--- src/ldnc_pkg.sv ---
// Types and constants shared by the directional number code block.
`timescale 1ns / 1ps
package ldnc_pkg;

  localparam int PIX_W      = 8;
  localparam int COEF_W     = 5;
  localparam int WIN_TAPS   = 9;
  localparam int WIN_COLS   = 3;
  localparam int MASK_COUNT = 8;
  localparam int IDX_W      = 3;
  localparam int MASK_W     = COEF_W * WIN_TAPS;
  localparam int CODE_W     = 2 * IDX_W;
  localparam int CFG_IDX_W  = 3;
  // Nine taps of a signed 5-bit coefficient times an 8-bit pixel fit in 17 bits.
  localparam int RESP_W     = 17;
  localparam int ROW_W      = 2;
  localparam logic [ROW_W-1:0] ROW_FULL = 2'd2;

  // Output queue depth and the number of pipeline stages an item may sit in.
  localparam int OQ_DEPTH   = 8;
  localparam int OQ_PTR_W   = 3;
  localparam int OQ_CNT_W   = 4;
  localparam int PIPE_STAGES = 5;

  typedef struct packed {
    logic [PIX_W-1:0] pixel;
    logic             frame_start;
    logic             line_end;
  } ldnc_in_t;

  typedef struct packed {
    logic [CODE_W-1:0] direction_code;
    logic              row_last;
  } ldnc_out_t;

  // Window taps, index row*3+column, row 0 is the oldest row.
  typedef logic [WIN_TAPS-1:0][PIX_W-1:0] ldnc_win_t;

  // Control that travels alongside a transaction through the pipeline.
  typedef struct packed {
    logic valid;
    logic row_last;
  } ldnc_ctl_t;

  // Product of one signed coefficient with one unsigned pixel.
  function automatic logic signed [RESP_W-1:0] ldnc_tap(input logic [COEF_W-1:0] cf,
                                                        input logic [PIX_W-1:0]  px);
    logic signed [RESP_W-1:0] a;
    logic signed [RESP_W-1:0] b;
    a = RESP_W'($signed(cf));
    b = RESP_W'($signed({1'b0, px}));
    return RESP_W'(a * b);
  endfunction

endpackage

--- src/ldnc_argext.sv ---
// Strongest and weakest direction by a compare tree, lowest index on ties.
`timescale 1ns / 1ps
module ldnc_argext
  import ldnc_pkg::*;
(
  input  logic                     clk,
  input  logic                     rst_n,
  input  logic signed [RESP_W-1:0] resp [MASK_COUNT],
  input  ldnc_ctl_t                ctl_in,
  output ldnc_out_t                res_r,
  output logic                     res_v_r
);

  logic signed [RESP_W-1:0] mx_v [2*MASK_COUNT-1];
  logic signed [RESP_W-1:0] mn_v [2*MASK_COUNT-1];
  logic [IDX_W-1:0]         mx_i [2*MASK_COUNT-1];
  logic [IDX_W-1:0]         mn_i [2*MASK_COUNT-1];

  // Leaves sit at MASK_COUNT-1 upwards; node n has children 2n+1 and 2n+2.
  // The left child always holds the lower indices, so it wins when equal.
  always_comb begin
    for (int m = 0; m < MASK_COUNT; m++) begin
      mx_v[MASK_COUNT-1+m] = resp[m];
      mn_v[MASK_COUNT-1+m] = resp[m];
      mx_i[MASK_COUNT-1+m] = IDX_W'(m);
      mn_i[MASK_COUNT-1+m] = IDX_W'(m);
    end
    for (int n = MASK_COUNT - 2; n >= 0; n--) begin
      if (mx_v[2*n+2] > mx_v[2*n+1]) begin
        mx_v[n] = mx_v[2*n+2];
        mx_i[n] = mx_i[2*n+2];
      end else begin
        mx_v[n] = mx_v[2*n+1];
        mx_i[n] = mx_i[2*n+1];
      end
      if (mn_v[2*n+2] < mn_v[2*n+1]) begin
        mn_v[n] = mn_v[2*n+2];
        mn_i[n] = mn_i[2*n+2];
      end else begin
        mn_v[n] = mn_v[2*n+1];
        mn_i[n] = mn_i[2*n+1];
      end
    end
  end

  always_ff @(posedge clk) begin
    res_r.direction_code <= {mx_i[0], mn_i[0]};
    res_r.row_last       <= ctl_in.row_last;
  end

  always_ff @(posedge clk) begin
    if (!rst_n) begin
      res_v_r <= 1'b0;
    end else begin
      res_v_r <= ctl_in.valid;
    end
  end

endmodule

--- config.mk ---
export PLATFORM = sky130hd
export DESIGN_NAME = ldnc_argext
export DESIGN_NICKNAME = d
export VERILOG_FILES = /design/src/ldnc_pkg.sv /design/src/ldnc_argext.sv
export SDC_FILE = /design/constraint.sdc
export NUM_CORES = 1
export LEC_CHECK = 0
export ABC_CLOCK_PERIOD_IN_PS = 9600
export BUFFER_PORTS_ARGS = -buffer_cell sky130_fd_sc_hd__buf_4
export CORE_MARGIN = 2
export CORE_UTILIZATION = 58
export DETAILED_ROUTE_END_ITERATION = 12
export GPL_ROUTABILITY_DRIVEN = 0
export PLACE_DENSITY_LB_ADDON = 0.3
export SLEW_MARGIN = 20
export SYNTH_ARGS = -nofsm -noshare
export SYNTH_HDL_FRONTEND = slang
export SYNTH_SLANG_ARGS = --single-unit
export TNS_END_PERCENT = 10
--- constraint.sdc ---
create_clock -name clk -period 9.6 [get_ports clk]
set_input_delay 0.96 -clock clk [delete_from_list [all_inputs] [get_ports clk]]
set_output_delay 0.96 -clock clk [all_outputs]
set_load 0.005 [all_outputs]
==> results.json, run 1 <==
{
  "status": "complete, no violations",
  "cp_data_required_time_ps": 9720,
  "overflow": 0,
  "wl_per_cell_um": 18.1,
  "clkPwrFrac_pct": 6.2,
  "place_inst": 1189,
  "worstSetupStartpointType": "input pin",
  "synth-main-ff-cell": "dfxtp_1",
  "num-nets-final": 1358,
  "synth.yosys.seq_area_share_pct": 2.37,
  "ys_async_sr_fraction_pct": 0,
  "cts_resized": 0,
  "critPathBufInv": 3,
  "grt_max_degree": 35,
  "worstHoldPathCells": 1,
  "setup_viol": 0,
  "p_leak_nw": 4.24,
  "syn_inst": 922,
  "fp.dieH_um": 112,
  "p_comb_share_pct": 89.7,
  "hold_path_class": "in -> reg",
  "yosysWarnings": 0,
  "drt-total-wl_um": 21500,
  "cts_hold_buf": 0,
  "cts.clk_slew.worst_paths_ps": 40,
  "hpwlAfterDp_um": 18800,
  "final_cells": 1192,
  "tns_ps": 0,
  "root_buffer": "clkbuf_16",
  "ys_ff_latch": 8,
  "path_class": "in -> reg",
  "num_rows": 39,
  "p_per_area_mw_per_mm2": 160,
  "areaGrowthSynthToFinish_pct": 19.4,
  "fillCellCount": 973,
  "drive_gt1_share_pct": 20.9,
  "avgSynthCellArea_um2": 7.33,
  "io_pins": 148,
  "cp_num_cells": 30,
  "intPower_mw": 0.609,
  "switching_share_pct": 52.7,
  "ir_worst_vdd_mv": 0.147,
  "drc": 0,
  "port_buffers": 147,
  "cts_buffers": 3,
  "synth_area_leaders": "ha_1 31%, mux2i_1 11%, a21oi_1 8.3%",
  "initial_utilization_pct": 59.4,
  "rsz0062_at_grt": "no",
  "slew_headroom_pct": 32.7,
  "drt_iter0_drc": 681,
  "cts_buffer_depth": 2,
  "cp_top_family": "compound AO/OA/AOI/OAI gates",
  "sequentialPowerShare_pct": 4.1,
  "dieArea_mm2": 0.0125,
  "clock-sinks": 8,
  "end_kind": "flip-flop",
  "post_cts_buffers": 0,
  "grt_pass1_wl_um": 34100,
  "ant_nets": 0,
  "antenna_found_initial": 0,
  "fmax_mhz": 118,
  "final_cell_mix": "167 x ha_1, 157 x buf_4, 112 x a21oi_1",
  "syn_nets": 1229,
  "min_period_ps": 8510,
  "grt_pass1_vias": 7095,
  "hold_violations": 0,
  "die_width_um": 112,
  "netlist_area_mm2": 0.00675,
  "fin_crit_sh_pct": 88.6,
  "ys_types": 59,
  "cts_tree": "done",
  "crit_fanout": 23,
  "core_mm2": 0.0114,
  "cp_slowest_cell": "a2111oi_1",
  "p_switching_mw": 0.678,
  "synth_top_area_cell": "ha_1",
  "grt_usage_pct": 33.6,
  "final_common_cell": "ha_1",
  "htreeDepth": 1,
  "drv_cap": 0,
  "maxSlewViolCount": 0,
  "cp_data_arrival_time_ps": 8630,
  "tightest_slew_ps": 1010,
  "netlist.area_leader.share_pct": 30.9,
  "vias": 7465,
  "drt-pass1-iter-count": 5,
  "cpPeakStageDelay_ps": 670,
  "vias_per_cell": 6.26,
  "n_antenna_cell": 0,
  "synth-edff-count": 0
}
-- cells in the mapped netlist, drive strengths merged, types with 10 or more instances --
master,number
mux2,35
nand4,26
nor2b,12
a21o,17
inv,95
ha,167
nand2,67
a31o,19
nor2,77
o21ai,70
o21a,11
mux2i,73
a211oi,10
a21oi,113
buf,14
clkbuf,19
-- through the flow --
step | util, % | area (um^2) | hold WS [ps] | setup slack, ps | power, mW
after detailed placement | 70.3 | 7990 | 1070 | 1000 | 1.18
after global routing | 70.9 | 8060 | 823 | 633 | 1.41
after floorplan | - | 6750 | 988 | 2190 | 0.869
final | 70.9 | 8060 | 822 | 1090 | 1.29
after CTS | 70.9 | 8060 | 821 | 1210 | 1.27
after global placement | 70.3 | 7990 | 1070 | 1280 | 1.15
-- per-layer routing --
layer	up-vias	track usage [%]	wire length [um]
li1	3666	-	-
met1	3403	44.7	9190
met2	335	56.4	9780
met3	61	4.52	1790
met4	0	10.5	780
met5	-	0	0
-- power groups by stage --
| stage | registers, mW | logic [mW] | clock network (mW) |
|---|---|---|---|
| 5_1_grt | 0.0533 | 1.28 | 0.0802 |
| 3_3_place_gp | 0.0529 | 1.09 | 0 |
| 4_1_cts | 0.0530 | 1.14 | 0.0799 |
| 2_1_floorplan | 0.0546 | 0.814 | 0 |
| 3_5_place_dp | 0.0535 | 1.13 | 0 |
| 6_report | 0.0526 | 1.15 | 0.0798 |
-- worst paths after layout --
check                 startpoint  endpoint
worst max-delay path    resp[72]  res_r[2]
worst min-delay path   ctl_in[0]  res_r[0]
-- logic make-up after synthesis --
group / synth area share [%]
DFF: 2.37
adders and majority gates: 30.9
and+or+nand+nor: 15.6
muxes: 16.7
AOI/OAI and AO/OA: 26.0
buffers and inverters: 7.63
xor gates and xnor gates: 0.871
-- area by class of cell --
class	instances	area, um^2	share of cell area [%]
multi-input cells	786	6110	75.8
repair buffers	157	1180	14.6
inverters	95	357	4.42
well taps	143	179	2.22
flip-flops and latches	8	160	1.99
clock buffers	3	75.1	0.931
-- state kept, by name (all words and copies together) (netlist names) --
name,count
res_r,7
res_v_r,1
No activity file was read; power rests on OpenSTA's default activity.
==> run 2: changes to the inputs <==
--- a/config.mk
+++ b/config.mk
@@ -11,7 +11,8 @@
 export CORE_UTILIZATION = 58
 export DETAILED_ROUTE_END_ITERATION = 12
 export GPL_ROUTABILITY_DRIVEN = 0
-export PLACE_DENSITY_LB_ADDON = 0.3
+export GPL_TIMING_DRIVEN = 0
+export PLACE_DENSITY = 0.84
 export SLEW_MARGIN = 20
 export SYNTH_ARGS = -nofsm -noshare
 export SYNTH_HDL_FRONTEND = slang
==> run 2 against run 1 <==
Effect of this change: critical path depth down 1; worst setup slack worse by 160 ps; cell count increased by 1.9%; highest routed layer unchanged; critical endpoint unchanged.
==> results.json, run 2 (synthesized netlist as in run 1, its figures left out) <==
{
  "hpwlAfterDp_um": 19100,
  "intPower_mw": 0.611,
  "n_antenna_cell": 0,
  "p_switching_mw": 0.687,
  "cp_top_family": "compound AO/OA/AOI/OAI gates",
  "clock-sinks": 8,
  "rsz0062_at_grt": "no",
  "p_per_area_mw_per_mm2": 160,
  "post_cts_buffers": 0,
  "grt_max_degree": 11,
  "drc": 0,
  "grt_usage_pct": 34.2,
  "cts_tree": "done",
  "port_buffers": 147,
  "cp_data_required_time_ps": 9720,
  "overflow": 0,
  "holdPathEnd": "res_r[0]",
  "holdWs_ps": 811,
  "slew_headroom_pct": 56.0,
  "fmax_mhz": 115,
  "worstSetupStartpointType": "input pin",
  "status": "complete, no violations",
  "tightest_slew_ps": 655,
  "final_util_pct": 71.3,
  "final_cell_mix": "167 x ha_1, 150 x buf_4, 112 x a21oi_1",
  "cts_buffer_depth": 2,
  "num_rows": 39,
  "largest_reg_flops": 7,
  "cp_data_arrival_time_ps": 8780,
  "p_leak_nw": 4.26,
  "setup_viol": 0,
  "cts_buffers": 3,
  "path_class": "in -> reg",
  "core_mm2": 0.0114,
  "setup_ws_ps": 935,
  "htreeDepth": 1,
  "ir_worst_vdd_mv": 0.163,
  "tns_ps": 0,
  "grt_pass1_vias": 7257,
  "p_comb_share_pct": 89.9,
  "hold_path_class": "in -> reg",
  "areaGrowthSynthToFinish_pct": 20.1,
  "grt_pass1_wl_um": 35000,
  "worstHoldPathCells": 1,
  "switching_share_pct": 53.0,
  "cts_hold_buf": 0,
  "num-nets-final": 1381,
  "ant_nets": 0,
  "crit_fanout": 10,
  "wl_per_cell_um": 18.1,
  "drv_cap": 0,
  "cp_slowest_cell": "a2111oi_1",
  "min_period_ps": 8660,
  "sequentialPowerShare_pct": 4.0,
  "preCtsSetupSlack_ps": 900,
  "critPathBufInv": 3,
  "final_common_cell": "ha_1",
  "initial_utilization_pct": 59.4,
  "fin_crit_sh_pct": 90.3,
  "antenna_found_initial": 0,
  "end_kind": "flip-flop",
  "drt-pass1-iter-count": 7,
  "io_pins": 148,
  "drive_gt1_share_pct": 20.3,
  "hold_violations": 0,
  "fp.dieH_um": 112,
  "cts_resized": 0,
  "vias_per_cell": 6.38,
  "root_buffer": "clkbuf_16",
  "cpPeakStageDelay_ps": 590,
  "drt_iter0_drc": 810,
  "drt-total-wl_um": 21900,
  "top_register": "res_r",
  "die_width_um": 112,
  "hp-start": "ctl_in[0]",
  "clkPwrFrac_pct": 6.0,
  "reg.largest.list": "res_r: 7 flops, res_v_r: 1 flops",
  "cts.clk_slew.worst_paths_ps": 50,
  "vias": 7749,
  "maxSlewViolCount": 0,
  "dieArea_mm2": 0.0125,
  "p_total_mw": 1.30
}
run 2: cell count changes in the layout (fill, tap and decap cells not counted):
cell	previous run	this run
o31ai_1	1	2
buf_2	0	10
xnor2_1	1	3
buf_8	0	1
o21ai_1	5	7
xnor2_2	2	0
o21ai_2	4	2
o31ai_4	2	1
buf_4	157	150
clkbuf_1	0	19
run 2: worst max path at each step:
stage	start	slack, ps	to	cells after the start
floorplan	resp[135]	2190	res_r[2]	30
global placement	resp[105]	960	res_r[2]	29
detailed placement	resp[105]	900	res_r[2]	29
CTS	resp[105]	1050	res_r[2]	29
global route	resp[72]	260	res_r[2]	30
finish	resp[70]	940	res_r[2]	29
run 2: layout make-up:
cell class                 instances  area [um^2]
multi-input combinational        786         6080
fill                             975         3260
timing repair buffer             147         1100
inverter                          95          357
tap                              143          179
sequential                         8          160
buffer                            33          159
clock buffer                       3         75.1
run 2: per-stage QoR:
step	std cells	area (um^2)
after floorplan	922	6750
after global placement	1212	8040
after detailed placement	1212	8040
after CTS	1215	8110
after global routing	1215	8110
final	1215	8110
run 2: layer usage:
metal / vias up / track usage (%) / routed length, um
met5: - / 0 / 0
met4: 0 / 12.4 / 964
met3: 71 / 3.97 / 2020
met2: 421 / 55.6 / 9580
met1: 3544 / 46.6 / 9370
li1: 3713 / - / -
run 2: power groups by stage:
stage / Clock, mW / Sequential [mW] / Combinational, mW
global placement: 0 / 0.0531 / 1.11
floorplan: 0 / 0.0546 / 0.814
finish: 0.0784 / 0.0525 / 1.17
CTS: 0.0781 / 0.0526 / 1.14
global route: 0.0809 / 0.0538 / 1.29
detailed placement: 0 / 0.0525 / 1.14
==> run 3: changes to the inputs <==
--- a/config.mk
+++ b/config.mk
@@ -12,7 +12,7 @@
 export DETAILED_ROUTE_END_ITERATION = 12
 export GPL_ROUTABILITY_DRIVEN = 0
 export GPL_TIMING_DRIVEN = 0
-export PLACE_DENSITY = 0.84
+export PLACE_DENSITY = 0.81
 export SLEW_MARGIN = 20
 export SYNTH_ARGS = -nofsm -noshare
 export SYNTH_HDL_FRONTEND = slang
==> run 3 against run 2 <==
Effect of this change: routed wire length is 1.2% higher; fmax is 0.11% higher; global-route usage hardly changed; clock-buffer cell count stayed put; die area stayed put; hold slack better by 18 ps; critical path type unchanged.
==> results.json, run 3 (synthesized netlist as in run 1, its figures left out) <==
{
  "wl_met1_um": 9810,
  "path_class": "in -> reg",
  "grt_max_degree": 11,
  "dieArea_mm2": 0.0125,
  "end_kind": "flip-flop",
  "wl_met3_um": 1900,
  "num-nets-final": 1381,
  "status": "complete, no violations",
  "ant_nets": 0,
  "largest_reg_flops": 7,
  "final_cell_mix": "167 x ha_1, 150 x buf_4, 112 x a21oi_1",
  "cp_data_arrival_time_ps": 8770,
  "antenna_found_initial": 0,
  "grt_usage_pct": 34.1,
  "tightest_slew_ps": 680,
  "cts.clk_slew.worst_paths_ps": 40,
  "post_cts_buffers": 0,
  "fillCellCount": 986,
  "final_common_cell": "ha_1",
  "ir_worst_vdd_mv": 0.173,
  "wl_met2_um": 10000,
  "grt_pass1_wl_um": 34800,
  "fmax_mhz": 116,
  "fin_crit_sh_pct": 90.2,
  "p_leak_nw": 4.26,
  "top_register": "res_r",
  "grt_pass1_vias": 7189,
  "initial_utilization_pct": 59.4,
  "cts_buffer_depth": 2,
  "topRoutingLayerUsed": "met4",
  "p_per_area_mw_per_mm2": 160,
  "drive_gt1_share_pct": 20.3,
  "crit_fanout": 10,
  "num_rows": 39,
  "n_antenna_cell": 0,
  "slew_headroom_pct": 54.4,
  "cpPeakStageDelay_ps": 590,
  "cts_buffers": 3,
  "cp_data_required_time_ps": 9720,
  "final_area_mm2": 0.00811,
  "htreeDepth": 1,
  "maxSlewViolCount": 0,
  "drc": 0,
  "root_buffer": "clkbuf_16",
  "hold_violations": 0,
  "wl_per_cell_um": 18.3,
  "worstSetupStartpointType": "input pin",
  "cts_tree": "done",
  "min_period_ps": 8660,
  "die_width_um": 112,
  "setup_viol": 0,
  "vias": 7668,
  "drv_cap": 0,
  "hold_path_class": "in -> reg",
  "vias_per_cell": 6.31,
  "cp_top_family": "compound AO/OA/AOI/OAI gates",
  "reg.largest.list": "res_r: 7 flops, res_v_r: 1 flops",
  "placed_cell_area_mm2": 0.00804,
  "io_pins": 148,
  "drt-total-wl_um": 22200,
  "rsz0062_at_grt": "no",
  "tns_ps": 0,
  "cts_hold_buf": 0,
  "critPathBufInv": 3,
  "drt_iter0_drc": 729,
  "drt-pass1-iter-count": 5,
  "clock-sinks": 8,
  "fp.dieH_um": 112,
  "cp_slowest_cell": "a211oi_1",
  "overflow": 0,
  "areaGrowthSynthToFinish_pct": 20.1,
  "core_mm2": 0.0114,
  "cts_resized": 0,
  "port_buffers": 147,
  "hpwlAfterDp_um": 19300
}
[run 3: cell counts in the layout (fill, tap and decap cells not counted)]
No cell type changed its count.
[run 3: routing by layer]
metal	track usage, %	vias to the layer above
met5	0	-
met4	6.42	0
met3	4.79	43
met2	57.8	358
met1	46.6	3553
li1	-	3714
[run 3: final cells by class]
cell class	count	area [um^2]	area share, %
multi-input combinational	786	6080	74.9
timing repair buffer	147	1100	13.6
inverter	95	357	4.40
tap	143	179	2.21
sequential	8	160	1.97
buffer	33	159	1.96
clock buffer	3	75.1	0.925
[run 3: power breakdown]
group          internal (mW)  switching [mW]
combinational          0.507           0.659
sequential            0.0487         0.00356
clock                 0.0545          0.0246
total                  0.610           0.687
[run 3: metrics by stage]
step                      cells  util (%)  hold slack [ps]  power [mW]  worst slack [ps]
final                      1215      71.3              828        1.30               945
after global routing       1215      71.3              827        1.42               499
after CTS                  1215      71.3              830        1.28              1100
after detailed placement   1212      70.7             1070        1.19               911
after global placement     1212      70.7             1070        1.16               982
after floorplan             922         -              988       0.869              2190
[run 3: final timing paths]
| check | slack, ps | start | endpoint | cells past startpoint |
|---|---|---|---|---|
| setup / recovery | 940 | resp[105] | res_r[2] | 29 |
| hold / removal | 830 | ctl_in[0] | res_r[0] | 1 |
