File: src/ldnc_pkg.sv
// Types and constants shared by the directional number code block.
`timescale 1ns / 1ps
package ldnc_pkg;

  localparam int PIX_W      = 8;
  localparam int COEF_W     = 5;
  localparam int WIN_TAPS   = 9;
  localparam int WIN_COLS   = 3;
  localparam int MASK_COUNT = 8;
  localparam int IDX_W      = 3;
  localparam int MASK_W     = COEF_W * WIN_TAPS;
  localparam int CODE_W     = 2 * IDX_W;
  localparam int CFG_IDX_W  = 3;
  // Nine taps of a signed 5-bit coefficient times an 8-bit pixel fit in 17 bits.
  localparam int RESP_W     = 17;
  localparam int ROW_W      = 2;
  localparam logic [ROW_W-1:0] ROW_FULL = 2'd2;

  // Output queue depth and the number of pipeline stages an item may sit in.
  localparam int OQ_DEPTH   = 8;
  localparam int OQ_PTR_W   = 3;
  localparam int OQ_CNT_W   = 4;
  localparam int PIPE_STAGES = 5;

  typedef struct packed {
    logic [PIX_W-1:0] pixel;
    logic             frame_start;
    logic             line_end;
  } ldnc_in_t;

  typedef struct packed {
    logic [CODE_W-1:0] direction_code;
    logic              row_last;
  } ldnc_out_t;

  // Window taps, index row*3+column, row 0 is the oldest row.
  typedef logic [WIN_TAPS-1:0][PIX_W-1:0] ldnc_win_t;

  // Control that travels alongside a transaction through the pipeline.
  typedef struct packed {
    logic valid;
    logic row_last;
  } ldnc_ctl_t;

  // Product of one signed coefficient with one unsigned pixel.
  function automatic logic signed [RESP_W-1:0] ldnc_tap(input logic [COEF_W-1:0] cf,
                                                        input logic [PIX_W-1:0]  px);
    logic signed [RESP_W-1:0] a;
    logic signed [RESP_W-1:0] b;
    a = RESP_W'($signed(cf));
    b = RESP_W'($signed({1'b0, px}));
    return RESP_W'(a * b);
  endfunction

endpackage

File: src/ldnc_out_fifo.sv
// Output queue that decouples the pipeline from the result channel.
`timescale 1ns / 1ps
module ldnc_out_fifo
  import ldnc_pkg::*;
(
  input  logic                clk,
  input  logic                rst_n,
  input  logic                push,
  input  ldnc_out_t           push_data,
  input  logic                pop,
  output logic                not_empty,
  output ldnc_out_t           head,
  output logic [OQ_CNT_W-1:0] count_r
);

  ldnc_out_t             mem [OQ_DEPTH];
  logic [OQ_PTR_W-1:0]   wr_ptr_r, rd_ptr_r;

  // Queue storage.
  always_ff @(posedge clk) begin
    if (push) begin
      mem[wr_ptr_r] <= push_data;
    end
  end

  // Pointers and fill count.
  always_ff @(posedge clk) begin
    if (!rst_n) begin
      wr_ptr_r <= '0;
      rd_ptr_r <= '0;
      count_r  <= '0;
    end else begin
      if (push) begin
        wr_ptr_r <= wr_ptr_r + OQ_PTR_W'(1);
      end
      if (pop) begin
        rd_ptr_r <= rd_ptr_r + OQ_PTR_W'(1);
      end
      if (push && !pop) begin
        count_r <= count_r + OQ_CNT_W'(1);
      end else if (pop && !push) begin
        count_r <= count_r - OQ_CNT_W'(1);
      end
    end
  end

  assign not_empty = (count_r != '0);
  assign head      = mem[rd_ptr_r];

endmodule

File: config.mk
export PLATFORM = sky130hd
export DESIGN_NAME = ldnc_out_fifo
export DESIGN_NICKNAME = d
export VERILOG_FILES = /design/src/ldnc_pkg.sv /design/src/ldnc_out_fifo.sv
export SDC_FILE = /design/constraint.sdc
export NUM_CORES = 1
export LEC_CHECK = 0
export ABC_AREA = 0
export BUFFER_PORTS_ARGS = -buffer_cell sky130_fd_sc_hd__buf_2
export CAP_MARGIN = 10
export CORE_ASPECT_RATIO = 1.75
export CORE_MARGIN = 3
export CORE_UTILIZATION = 40
export CTS_BUF_LIST = sky130_fd_sc_hd__clkbuf_8
export CTS_CLUSTER_DIAMETER = 40
export CTS_CLUSTER_SIZE = 12
export DETAILED_ROUTE_END_ITERATION = 10
export GPL_TIMING_DRIVEN = 0
export SETUP_SLACK_MARGIN = 0.2
export SLEW_MARGIN = 15
export SYNTH_ARGS = -nofsm -noshare
export SYNTH_HDL_FRONTEND = slang
export SYNTH_SLANG_ARGS = --single-unit
export TNS_END_PERCENT = 1
File: constraint.sdc
create_clock -name clk -period 3.3 [get_ports clk]
set_input_delay 0.165 -clock clk [delete_from_list [all_inputs] [get_ports clk]]
set_output_delay 0.165 -clock clk [all_outputs]
set_load 0.02 [all_outputs]
==> impl_summary.md, run 1 <==
Global route
The initial antenna violation count is 0. The number of global-route vias before repair is approximately 1600. The total global routing track utilization is 0.137.

Entering global routing, the biggest net connects 12 pins. The overflow left after global routing is 0. The first global-routing pass estimated ~8 mm of wire.

Outcome
The flow ran to the end, and the final reports show no timing, DRC or antenna violations.

Synthesis
The number of synthesis warnings is 0. Among all flip-flop cells after synthesis, the most frequent one is edfxtp_1. Summed over all instances, the cell type with the most area after synthesis is edfxtp_1. The proportion of synthesized flip-flops having asynchronous set or reset is 0. The top cell type's share of synthesized area is 0.601. After synthesis the cells add up to roughly 2800 um2.

After synthesis, the cell types taking the most area are edfxtp_1 (60%), mux4_1 (13%), dfxtp_1 (9.3%), mux2_2 (2.8%), ha_1 (2.2%). The number of enable-type register cells in the synthesized netlist is between 50 and 60. The share of the yosys chip area belonging to registers is 0.694. The synthesized flop and latch total is slightly below 70. Dividing the synthesized area by the synthesized cell count gives 18.8 um2. By count the netlist is led by edfxtp_1 (56), mux4_1 (14), dfxtp_1 (13), mux2_2 (7), nor2_1 (7). The unique cell type count in the Yosys netlist is 27. The post-synth net total is about 170. The cell count after synthesis came out at around 150. Yosys instantiated no cell more often than edfxtp_1.

STA
Setup total negative slack on the finished layout was measured at 0 ps. The hold violation count in the final report came to 0. Setup repair after global routing left no endpoint under its margin. For this run, the top clock speed supported by timing is ~430 MHz. The worst pin sits at a relative slew slack of 0.219. For the final database, setup skew stands at between 9 and 10 ps. At the pin with the least slew margin, the transition time is approximately 1200 ps.

Of the available clock period, the critical path in the final layout requires 0.699. The minimum period implied by the final worst setup slack is ~2300 ps. Setup violations remaining at the end of the flow were counted as 0.

The count of pins over their slew limit came to 0.

Clock network
The post-cts repair resize count is 0. The number of buffers inserted by hold repair at cts is 0. The sink count of the clock tree is 69. The deepest clock path buffer count is 2. The cell chosen for the clock root is clkbuf_8. The post-CTS setup repair buffer count is 0. The number of buffers created by CTS is 9.

The H-tree was split into 3 levels. The insertion delay to the later sink of the worst-skew pair is around 340 ps. The TritonCTS clock tree is done.

The register clock-pin slew on the reported worst setup and hold paths is 70 ps.

Drt
The total number of vias is 1396. The number of DRC markers in iteration 0 is 70. The length of the first detailed-routing pass in iterations is 4. The number of design rule violations left after detail routing is 0. The wire length after detailed routing is ~5.0 mm. The vias per cell is roughly 5.2. The average routed wire per standard cell is about 18 um. The number of nets with antenna violations after detailed routing is 0.

Power
The total power divided by cell area is ~580 nW/um2. The total power is 1.85 mW. The worst ir drop on vdd is 282 uV. The leakage power summed over all cells is roughly 1.1 nW.

Place
During placement, the flow inserted port buffers numbering 22. The HPWL after detailed placement is 3.58 mm. The global placement routability congestion is about 0.72.

Setup path
In this design, the stage delay of the slowest critical-path cell is about 500 ps. Data arrives at the worst endpoint at between 2000 and 2500 ps. Traced cell by cell, the critical path runs through clkbuf_1, mux4_1, mux2_2, buf_2. Setup slack on the worst reg-to-reg path comes out at roughly 1500 ps. The classification of the worst setup path is register to primary output. The critical path required time is roughly 3100 ps. The top fanout value on the critical path is 10. The kind of start point of the critical path is a register. The kind of end point of the critical path is a primary output. The largest individual stage delay along the critical path comes from the cell clkbuf_1.

Floorplanning
During I/O placement, the number of pins put on the boundary was 23. The area of the core is approximately 6600 um2. The die covers around 8000 um2.

The initial utilization of the core area, before any placement, comes to 0.422. The floorplan step set the die width to 69.2 um. The overall die height is 117 um. The cell row count is 39.

Finish
The final net count is around 200. The core occupancy in the finished layout is 0.482. The antenna diode instance count is 0. Of the cells placed in the final design, the portion with a size suffix greater than 1 is 0.247. The layout overhead on the synthesized area is 14.2%.

Worst hold path
The tightest min-delay check is of the input port to register type.

Run
Across the run, the number of max-cap violations was 0.
worst paths after layout:
kind	startpoint	end	cells past startpoint
worst min register to register	wr_ptr_r[0]$_SDFFE_PN0P_	wr_ptr_r[0]$_SDFFE_PN0P_	2
worst min-delay path	push_data[4]	mem[5][4]$_DFFE_PP_	1
worst max-delay path	register	head[0]	4
worst max register to register	wr_ptr_r[0]$_SDFFE_PN0P_	mem[1][3]$_DFFE_PP_	2
layout make-up:
type,instances,area (um2)
fillers,610,3440
flip-flops and latches,69,1940
multi-input cells,72,808
clock buffers,9,124
repair buffers,22,110
well taps,82,103
clock inverters,6,56.3
plain buffers,6,46.3
inverters,2,7.51
critical path, delay by kind of cell (launching register included):
kind | cells | cell delay, ps
buffers and inverters | 2 | 670
flip-flops | 1 | 420
multiplexers | 2 | 710
sequential cells by signal (all words and copies together) (netlist names), named ones only:
signal / cells
count_r: 4
mem: 56
rd_ptr_r: 3
wr_ptr_r: 3
metrics by stage:
| stage | cell area (um2) | std cells | hold WS (ps) | worst slack (ps) |
|---|---|---|---|---|
| global placement | 3010 | 253 | 433 | 1310 |
| CTS | 3190 | 268 | 82.8 | 888 |
| floorplan | 2800 | 149 | 264 | 1740 |
| detailed placement | 3010 | 253 | 442 | 1260 |
| finish | 3200 | 268 | 92.4 | 993 |
| global route | 3200 | 268 | 97.6 | 857 |
cells by family (layout without fill, tap and decap cells):
group / after synthesis / count (layout) / share of synthesized area
adder cells (fa/ha/maj): 6 / 6 / 0.0295
flip-flops: 69 / 69 / 0.694
buffers and inverters: 8 / 45 / 0.0192
XOR/XNOR: 5 / 5 / 0.0156
multiplexers: 25 / 25 / 0.174
AO/OA/AOI/OAI: 5 / 5 / 0.0112
AND/OR/NAND/NOR: 31 / 31 / 0.0568
cell usage in the layout (no fill, tap or decap):
cell,netlist,routed
a211oi_1,1,1
fa_1,1,1
nor2_1,7,7
xnor2_1,4,4
a21boi_0,1,1
nand3_1,1,1
nor2b_1,3,3
a21oi_1,1,1
o21ai_0,1,1
bufinv_16,0,1
a31oi_1,1,1
inv_1,2,3
buf_1,1,1
dfxtp_1,13,13
or4_1,1,1
edfxtp_1,56,56
clkinvlp_4,0,1
buf_2,0,22
mux2_2,7,7
mux2i_1,4,4
clkbuf_1,3,3
xor2_1,1,1
nand2b_1,5,5
clkbuf_8,0,9
clkinv_2,0,3
mux4_1,14,14
buf_6,1,1
and2_1,6,6
ha_1,5,5
nor3_2,0,1
nor3_1,2,1
buf_12,1,1
nand2_1,6,6
routing by layer:
metal	GRT usage	wire, um	part of all wire	up-vias
li1	-	-	-	653
met1	0.127	1820	0.37	700
met2	0.266	2850	0.58	30
met3	0.0345	154	0.031	13
met4	0.0821	136	0.027	0
met5	0	0	0	-
where the power goes:
part	internal (mW)	total (mW)	leakage, nW	switching (mW)
Combinational	0.107	0.230	0.419	0.123
Clock	0.337	0.624	0.0960	0.286
Sequential	0.972	0.995	0.616	0.0234
Total	1.42	1.85	1.13	0.433
No activity file was read; power rests on OpenSTA's default activity.
==> run 2, diff against run 1 <==
==> constraint.sdc (replaced) <==
create_clock -name clk -period 1.98 [get_ports clk]
set_input_delay 0.099 -clock clk [delete_from_list [all_inputs] [get_ports clk]]
set_output_delay 0.099 -clock clk [all_outputs]
set_load 0.02 [all_outputs]
==> run 2 against run 1 <==
Global-route usage increased by 0.46 points. Sequential cell count unchanged. Utilization increased by 0.92 points. Die area unchanged. Final cell count increased by 0.75%. Largest cell class unchanged. Largest power group unchanged.
==> impl_summary.md, run 2 (synthesized netlist as in run 1, its figures left out) <==
Place
The global placement routability congestion is 0.722 (unchanged). The pre-CTS worst setup slack is 8.20 ps (-1250 ps). The count of input and output buffers is 22 (unchanged). The final HPWL from detailed placement came to 3.58 mm (unchanged).

Worst hold path
The worst hold-check path type is input port to register. The path with the worst hold slack has its endpoint at mem[5][4]$_DFFE_PP_. The worst hold path begins at push_data[4]. The worst hold path cell count is 1 (unchanged).

Drt
After detailed routing, no signal wire sits above met4. The met3 routed wirelength is 162 um (+5.2%). The length of the first detailed-routing pass in iterations came to 4 (unchanged). The number of design rule violations left after detail routing is 0 (unchanged). The average routed wire per standard cell is 18.8 um (+1.6%). The total number of vias is 1383 (-0.93%). The wire length after detailed routing is 5.07 mm (+2.4%). The number of nets with antenna violations after detailed routing is 0 (unchanged). The number of DRC markers in iteration 0 is 44 (-37%). The vias per cell is 5.12 (-1.7%). The routed length on met1 is 1.90 mm (+4.6%). The met2 wirelength from detailed routing is 2.93 mm (+2.9%).

Setup path
The path depth of the worst reg2reg path is 2 (unchanged). The worst endpoint data arrival time was 1830 ps (-310 ps). The number of cells on the critical path came to 5 (+1).

The critical path required time is 1880 ps (-1250 ps). The classification of the worst setup path is register to primary output. The worst-case register-to-register setup slack is 390 ps (-1120 ps). For this design, the slowest cell found on the critical path is mux4_2. The number of buffer and inverter stages on the critical path was 3 (+1). The most frequent cell on the critical path is buf_6. The largest delay contributor family on the critical path is multiplexers. Traced cell by cell, the critical path runs through buf_6, buf_12, mux4_2, mux2_4, buf_6.

The stage delay of the slowest cell on the critical path was 500 ps (about the same). The capturing point of the worst reg2reg path is mem[6][5]$_DFFE_PP_. The top fanout value on the critical path is 5 (-5). The startpoint of the most critical register-to-register path is wr_ptr_r[1]$_SDFFE_PN0P_. The kind of end point of the critical path is a primary output. STA classifies the critical path startpoint as a register.

STA
The minimum period implied by the final worst setup slack is a little under 2000 ps. The count of pins over their slew limit is 0 (unchanged). The aggregate negative setup slack came to 0 ps (unchanged).

In the finished design, the share of the clock period the worst path needs comes to 0.976. The actual slew at the worst max-slew pin is 813 ps (-349 ps). The setup-violating endpoint count in the final report was 0 (unchanged). The clock skew after layout is 10.1 ps (+0.398 ps). The worst hold slack after final layout is 33.4 ps (-59.0 ps). The normalized max-slew margin is 0.456 (+0.236). Setup repair after global routing could not meet its margin everywhere. The hold violation count in the final report is 0 (unchanged).

The maximum clock rate is between 500 and 600 MHz. The smallest setup slack after layout is 46.8 ps (-946 ps).

Floorplanning
The starting density of the core came to 0.422 (unchanged). The number of top-level pins is 23 (unchanged). The width of the die came to 69.2 um (unchanged). The area of the core was 6640 um2 (unchanged). The overall die height came to 117 um (unchanged). The cell row count came to 39 (unchanged). The die footprint is 8080 um2 (unchanged).

Clock network
The number of buffers created by CTS is 9 (unchanged). The deepest clock path buffer count came to 2 (unchanged). The sink count of the clock tree is 69 (unchanged). The H-tree depth is 3 (unchanged). The register clock-pin slew on the reported worst setup and hold paths is 70 ps (about the same). The TritonCTS clock tree is done. The insertion delay to the later sink of the worst-skew pair is 330 ps (about the same). The cell chosen for the clock root is clkbuf_8.

Finish
The largest registers in the layout are mem: 56 flops, count_r: 4 flops. The total of fill cells in the finished design is 607 (-0.49%). The ratio of cells with drive above 1 in the final layout is 0.346 (+0.0984). The flip-flop count of the largest register after layout is 56 (unchanged). The final net count was 201 (+1.0%). The area growth from synthesis to layout is 16.4%.

Ranked by flip-flop count, first place goes to mem. The antenna diode instance count came to 0 (unchanged). Leaving out fill and tap cells, the most frequent cells in the layout are edfxtp_1 (56), buf_2 (15), mux4_2 (14). The library cell used most frequently in the layout, excluding fill and tap cells, is edfxtp_1.

Global route
The overflow left after global routing is 0 (unchanged). The initial antenna violation count is 0 (unchanged). The largest net degree at the start of global routing is 12 (unchanged). The total global routing track utilization was 0.142 (+0.00462).

The wire length of the first global-routing pass was 8.34 mm (+4.1%). The number of global-route vias before repair is 1609 (+0.94%).

Power
The leakage power summed over all cells is 1.14 nW (+0.62%). The total power divided by cell area was 967 nW/um2 (+67%). The worst ir drop on vdd came to 473 uV (+68%).

Outcome
The run finished with clean final reports.

Run
The max-capacitance violation count is 0 (unchanged).
[run 2: cell types whose count changed in the layout (fill, tap and decap cells not counted), sizes merged]
cell / previous run / this run
buf: 25 / 27
[run 2: how the worst max path moves through the flow]
stage                         end  slack (ps)     start
after floorplan           head[0]         490  register
after global placement    head[0]          60  register
after detailed placement  head[0]           8  register
after CTS                 head[0]          -3  register
after global routing      head[0]         -20  register
final                     head[0]          50  register
[run 2: what timing repair did]
item,CTS,global route
hold buffers,0,0
endpoints found under the hold margin,0,0
gates cloned,1,0
buffers inserted,1,0
resized for setup,40,0
endpoints found under the setup margin,21,7
[run 2: final cells by class]
| type | count | area (um2) | share of cell area |
|---|---|---|---|
| well taps | 82 | 103 | 0.0315 |
| clock buffers | 9 | 124 | 0.0380 |
| clock inverters | 6 | 56.3 | 0.0173 |
| plain buffers | 6 | 56.3 | 0.0173 |
| multi-input cells | 72 | 776 | 0.238 |
| flip-flops and latches | 69 | 1940 | 0.596 |
| inverters | 2 | 7.51 | 0.00230 |
| repair buffers | 24 | 193 | 0.0591 |
[run 2: metal layers]
metal,vias to the layer above,global-route usage
li1,641,-
met1,702,0.144
met2,33,0.263
met3,7,0.0336
met4,0,0.0821
met5,-,0
[run 2: worst register-to-register path: cells and delay by family, from the launching register on]
kind | cells | cell delay [ps]
simple gates | 2 | 750
flops | 1 | 470
[run 2: power by group]
part           internal (mW)  total (mW)  leakage, nW  switching (mW)
combinational          0.235       0.456        0.426           0.221
sequential              1.62        1.66        0.616          0.0410
clock                  0.563        1.03       0.0960           0.472
[run 2: per-stage QoR]
step | area [um2] | util | instances | total power, mW
2_1_floorplan | 2800 | - | 149 | 1.95
3_3_place_gp | 3010 | 0.454 | 253 | 2.06
3_5_place_dp | 3010 | 0.454 | 253 | 2.08
4_1_cts | 3260 | 0.491 | 270 | 3.20
5_1_grt | 3260 | 0.491 | 270 | 3.29
6_report | 3260 | 0.491 | 270 | 3.15
==> run 3, diff against run 2 <==
--- a/config.mk
+++ b/config.mk
@@ -5,7 +5,7 @@
 export SDC_FILE = /design/constraint.sdc
 export NUM_CORES = 1
 export LEC_CHECK = 0
-export ABC_AREA = 0
+export ABC_AREA = 1
 export BUFFER_PORTS_ARGS = -buffer_cell sky130_fd_sc_hd__buf_2
 export CAP_MARGIN = 10
 export CORE_ASPECT_RATIO = 1.75
@@ -21,4 +21,4 @@
 export SYNTH_ARGS = -nofsm -noshare
 export SYNTH_HDL_FRONTEND = slang
 export SYNTH_SLANG_ARGS = --single-unit
-export TNS_END_PERCENT = 1
+export TNS_END_PERCENT = 30
==> constraint.sdc (replaced) <==
create_clock -name clk -period 1.98 [get_ports clk]
set_input_delay 0.099 -clock clk [delete_from_list [all_inputs] [get_ports clk]]
set_output_delay 0.099 -clock clk [all_outputs]
set_load 0.01 [all_outputs]
==> run 3 against run 2 <==
Clock-buffer cell count is 2 higher. Combinational power is 7.7% lower. Non-clock buffer count is 2 higher. Power is 0.97% higher. Global-route usage is 1.3 points higher. Maximum frequency is 15% higher. Sequential share of layout area is 0.81 points lower. Cell area is 1.4% higher. Area after synthesis is 2.5% higher. Final cell count is 47% higher. Sequential cell count stayed put.
==> impl_summary.md, run 3 <==
Finish
Compared with the post-synthesis result, the final layout area differs by 15.1%. The core occupancy in the finished layout is 0.478 (-0.0127). The total of fill cells in the finished design is 658 (+8.4%). The flip-flop count of the largest register after layout is 56 (unchanged). The ratio of cells with drive above 1 in the final layout is 0.157 (-0.189). The register bank with the most flops is mem. The largest registers in the layout are mem: 56 flops, count_r: 4 flops. The library cell used most frequently in the layout, excluding fill and tap cells, is nor2_1. In the layout the commonest cells are nor2_1 (75), edfxtp_1 (56), nand2_1 (51). The antenna diode instance count is 0 (unchanged). The final net count is 324 (+61%).

STA
The hold violation count in the final report was 0 (unchanged). Setup repair after global routing could not meet its margin everywhere. The aggregate negative setup slack came to 0 ps (unchanged). The minimum period implied by the final worst setup slack is 1690 ps (-248 ps). The setup-violating endpoint count in the final report was 0 (unchanged). The normalized max-slew margin is 0.457 (+0.00120). The count of pins over their slew limit is 0 (unchanged).

The maximum clock rate came to 593 MHz (+15%). The clock skew after layout came to 7.38 ps (-2.71 ps). The portion of the clock cycle consumed by the worst path in the final layout is 0.851 (-0.125).

The actual slew at the worst max-slew pin was 811 ps (-1.79 ps).

Setup path
The master of the slowest instance on the critical path is nor2_1. The stage delay of the slowest cell on the critical path is 630 ps (+130 ps). The number of buffer and inverter stages on the critical path was 0 (-3). The critical path required time is 1950 ps (+70 ps).

The worst endpoint data arrival time is 1650 ps (-180 ps). The classification of the worst setup path is register to register. STA classifies the critical path endpoint as a register.

The top fanout value on the critical path is 7 (+2). The worst setup path is launched from a register. The cell family contributing the most delay on the critical path is simple AND/OR/NAND/NOR gates. The signal on the critical path passes through or2_2, nor2_1.

Synthesis
The most common cell in the synthesized netlist is nor2_1. The prevailing post-synth register cell is edfxtp_1. The top cell type's share of synthesized area is 0.586 (-0.0147).

The proportion of synthesized flip-flops having asynchronous set or reset is 0 (unchanged). The number of synthesis warnings was 0 (unchanged). The commonest cells after synthesis are nor2_1 (75), edfxtp_1 (56), nand2_1 (51), o21ai_1 (24). Yosys attributes the largest share of cell area to edfxtp_1 (59%), nor2_1 (9.8%), dfxtp_1 (9.1%), nand2_1 (6.7%), o21ai_1 (4.2%). The synthesized instance count is 272 (+83%). The synthesized flop and latch total is 69 (unchanged). Of all cell types, the one taking the most synthesized area is edfxtp_1. The mean area per synthesized cell was 10.5 um2 (-44%). The unique cell type count in the Yosys netlist came to 18 (-33%). The total standard cell area after synthesis is 2870 um2 (+2.5%).

The share of the yosys chip area belonging to registers was 0.677 (-0.0169). The post-synth net total was 289 (+74%). The number of enable-type register cells in the synthesized netlist came to 56 (unchanged).

Drt
The vias per cell is 4.85 (-5.2%). The number of design rule violations left after detail routing is 0 (unchanged). The length of the first detailed-routing pass in iterations is 4 (unchanged). The average routed wire per standard cell was 14.9 um (-21%). The total number of vias came to 1922 (+39%).

The number of nets with antenna violations after detailed routing is 0 (unchanged). The wire length after detailed routing came to 5.92 mm (+17%). The number of DRC markers in iteration 0 was 129 (+190%).

Place
The global placement routability congestion came to 0.796 (+10%). The count of input and output buffers is 22 (unchanged). The final HPWL from detailed placement is 4.24 mm (+18%).

Global route
The largest net degree at the start of global routing is 12 (unchanged). The overflow left after global routing is 0 (unchanged). The initial antenna violation count is 0 (unchanged).

The wire length of the first global-routing pass came to 9.44 mm (+13%). The total global routing track utilization is 0.155 (+0.0131). The number of global-route vias before repair is 1863 (+16%).

Power
The total power was 3.18 mW (+0.97%). The design internal power is 2.41 mW (-0.24%). The total net switching power is 0.770 mW (+5.0%). The total power divided by cell area came to 963 nW/um2 (-0.41%). The leakage power summed over all cells is 1.33 nW (+17%). The fraction of power consumed by the clock network is 0.349 (+0.021).

The share of power burned in registers was 0.519 (-0.008). The worst ir drop on vdd is 508 uV (+7.4%). The combinational share of power was 0.132 (-0.013). The switching power as a share of total power is 0.242 (+0.00919).

Floorplanning
The overall die height was 118 um (+1.2%). The width of the die is 70.0 um (+1.1%). The area of the core is 6910 um2 (+4.1%). The cell row count is 40 (+2.6%). The die footprint is 8260 um2 (+2.3%). The number of top-level pins is 23 (unchanged). The starting density of the core came to 0.415 (-0.00636).

Run
The max-capacitance violation count is 0 (unchanged).

Clock network
The register clock-pin slew on the reported worst setup and hold paths is 70 ps (about the same). The H-tree depth is 3 (unchanged). The deepest clock path buffer count came to 2 (unchanged).

The sink count of the clock tree is 69 (unchanged). The insertion delay to the later sink of the worst-skew pair is 350 ps (+20 ps). The TritonCTS clock tree is done. The number of buffers created by CTS is 9 (unchanged). The cell chosen for the clock root is clkbuf_8.

Outcome
The run finished with clean final reports.

Worst hold path
The worst hold-check path type is input port to register.
-- run 3: cell types whose count changed after synthesis, sizes merged, moves of 7 or more --
| cell | delta |
|---|---|
| inv | +13 |
| mux2 | -7 |
| mux4 | -14 |
| nand2 | +45 |
| nor2 | +68 |
| o21ai | +33 |
-- run 3: routing by layer --
layer  wire, um  up-vias  track usage  part of all wire
met3        281       12       0.0453             0.048
met2       3190       42        0.273              0.54
met4        160        0       0.0779             0.027
met1       2290      887        0.165              0.39
li1           -      981            -                 -
met5          0        -            0                 0
-- run 3: worst register-to-register path, cell delays in order, from the launching register on --
cell	delay, ps
dfxtp_1	330
or2_2	350
nor2_1	640
-- run 3: path summary, 6_finish.rpt --
kind	startpoint	end	slack [ps]	depth (start not counted)
setup / recovery	wr_ptr_r[0]$_SDFFE_PN0P_	mem[4][6]$_DFFE_PP_	290	2
hold / removal	push_data[3]	mem[4][3]$_DFFE_PP_	30	1
setup reg to reg	wr_ptr_r[0]$_SDFFE_PN0P_	mem[4][6]$_DFFE_PP_	290	2
hold reg to reg	wr_ptr_r[0]$_SDFFE_PN0P_	wr_ptr_r[0]$_SDFFE_PN0P_	500	2
-- run 3: power groups by stage --
stage | Sequential (mW) | Combinational [mW] | Clock (mW)
5_1_grt | 1.66 | 0.483 | 1.19
3_5_place_dp | 1.68 | 0.422 | 0
2_1_floorplan | 1.68 | 0.269 | 0
6_report | 1.65 | 0.421 | 1.11
4_1_cts | 1.65 | 0.423 | 1.13
3_3_place_gp | 1.68 | 0.413 | 0
-- run 3: repair_timing --
action | 4_1_cts | 5_1_grt
hold buffers | 0 | 0
endpoints found under the setup margin | 0 | 11
buffers inserted | 0 | 2
gates resized for setup | 0 | 4
-- run 3: logic make-up (layout without fill, tap and decap cells) --
kind of cell               count (synthesis)  count (layout)  synth area share
adders and majority gates                  6               6            0.0288
AOI/OAI and AO/OA                         40              40            0.0698
and+or+nand+nor                          132             132             0.176
buffers and inverters                     23              63            0.0423
DFF                                       69              69             0.677
xor gates and xnor gates                   2               2           0.00611
-- run 3: area by class of cell --
cell class	instances	area [um2]	share of cell area
Clock buffer	11	151	0.0458
Timing Repair Buffer	24	125	0.0379
Buffer	8	71.3	0.0216
Sequential cell	69	1940	0.588
Multi-Input combinational cell	180	806	0.244
Inverter	15	56.3	0.0170
Clock inverter	5	45.0	0.0136
Tap cell	84	105	0.0318
-- run 3: metrics by stage --
stage	cells	instance area, um2	hold slack [ps]	worst slack (ps)
2_1_floorplan	272	2870	198	639
3_3_place_gp	378	3080	367	272
3_5_place_dp	378	3080	380	258
4_1_cts	394	3280	19.0	221
5_1_grt	396	3300	22.7	193
6_report	396	3300	25.7	294
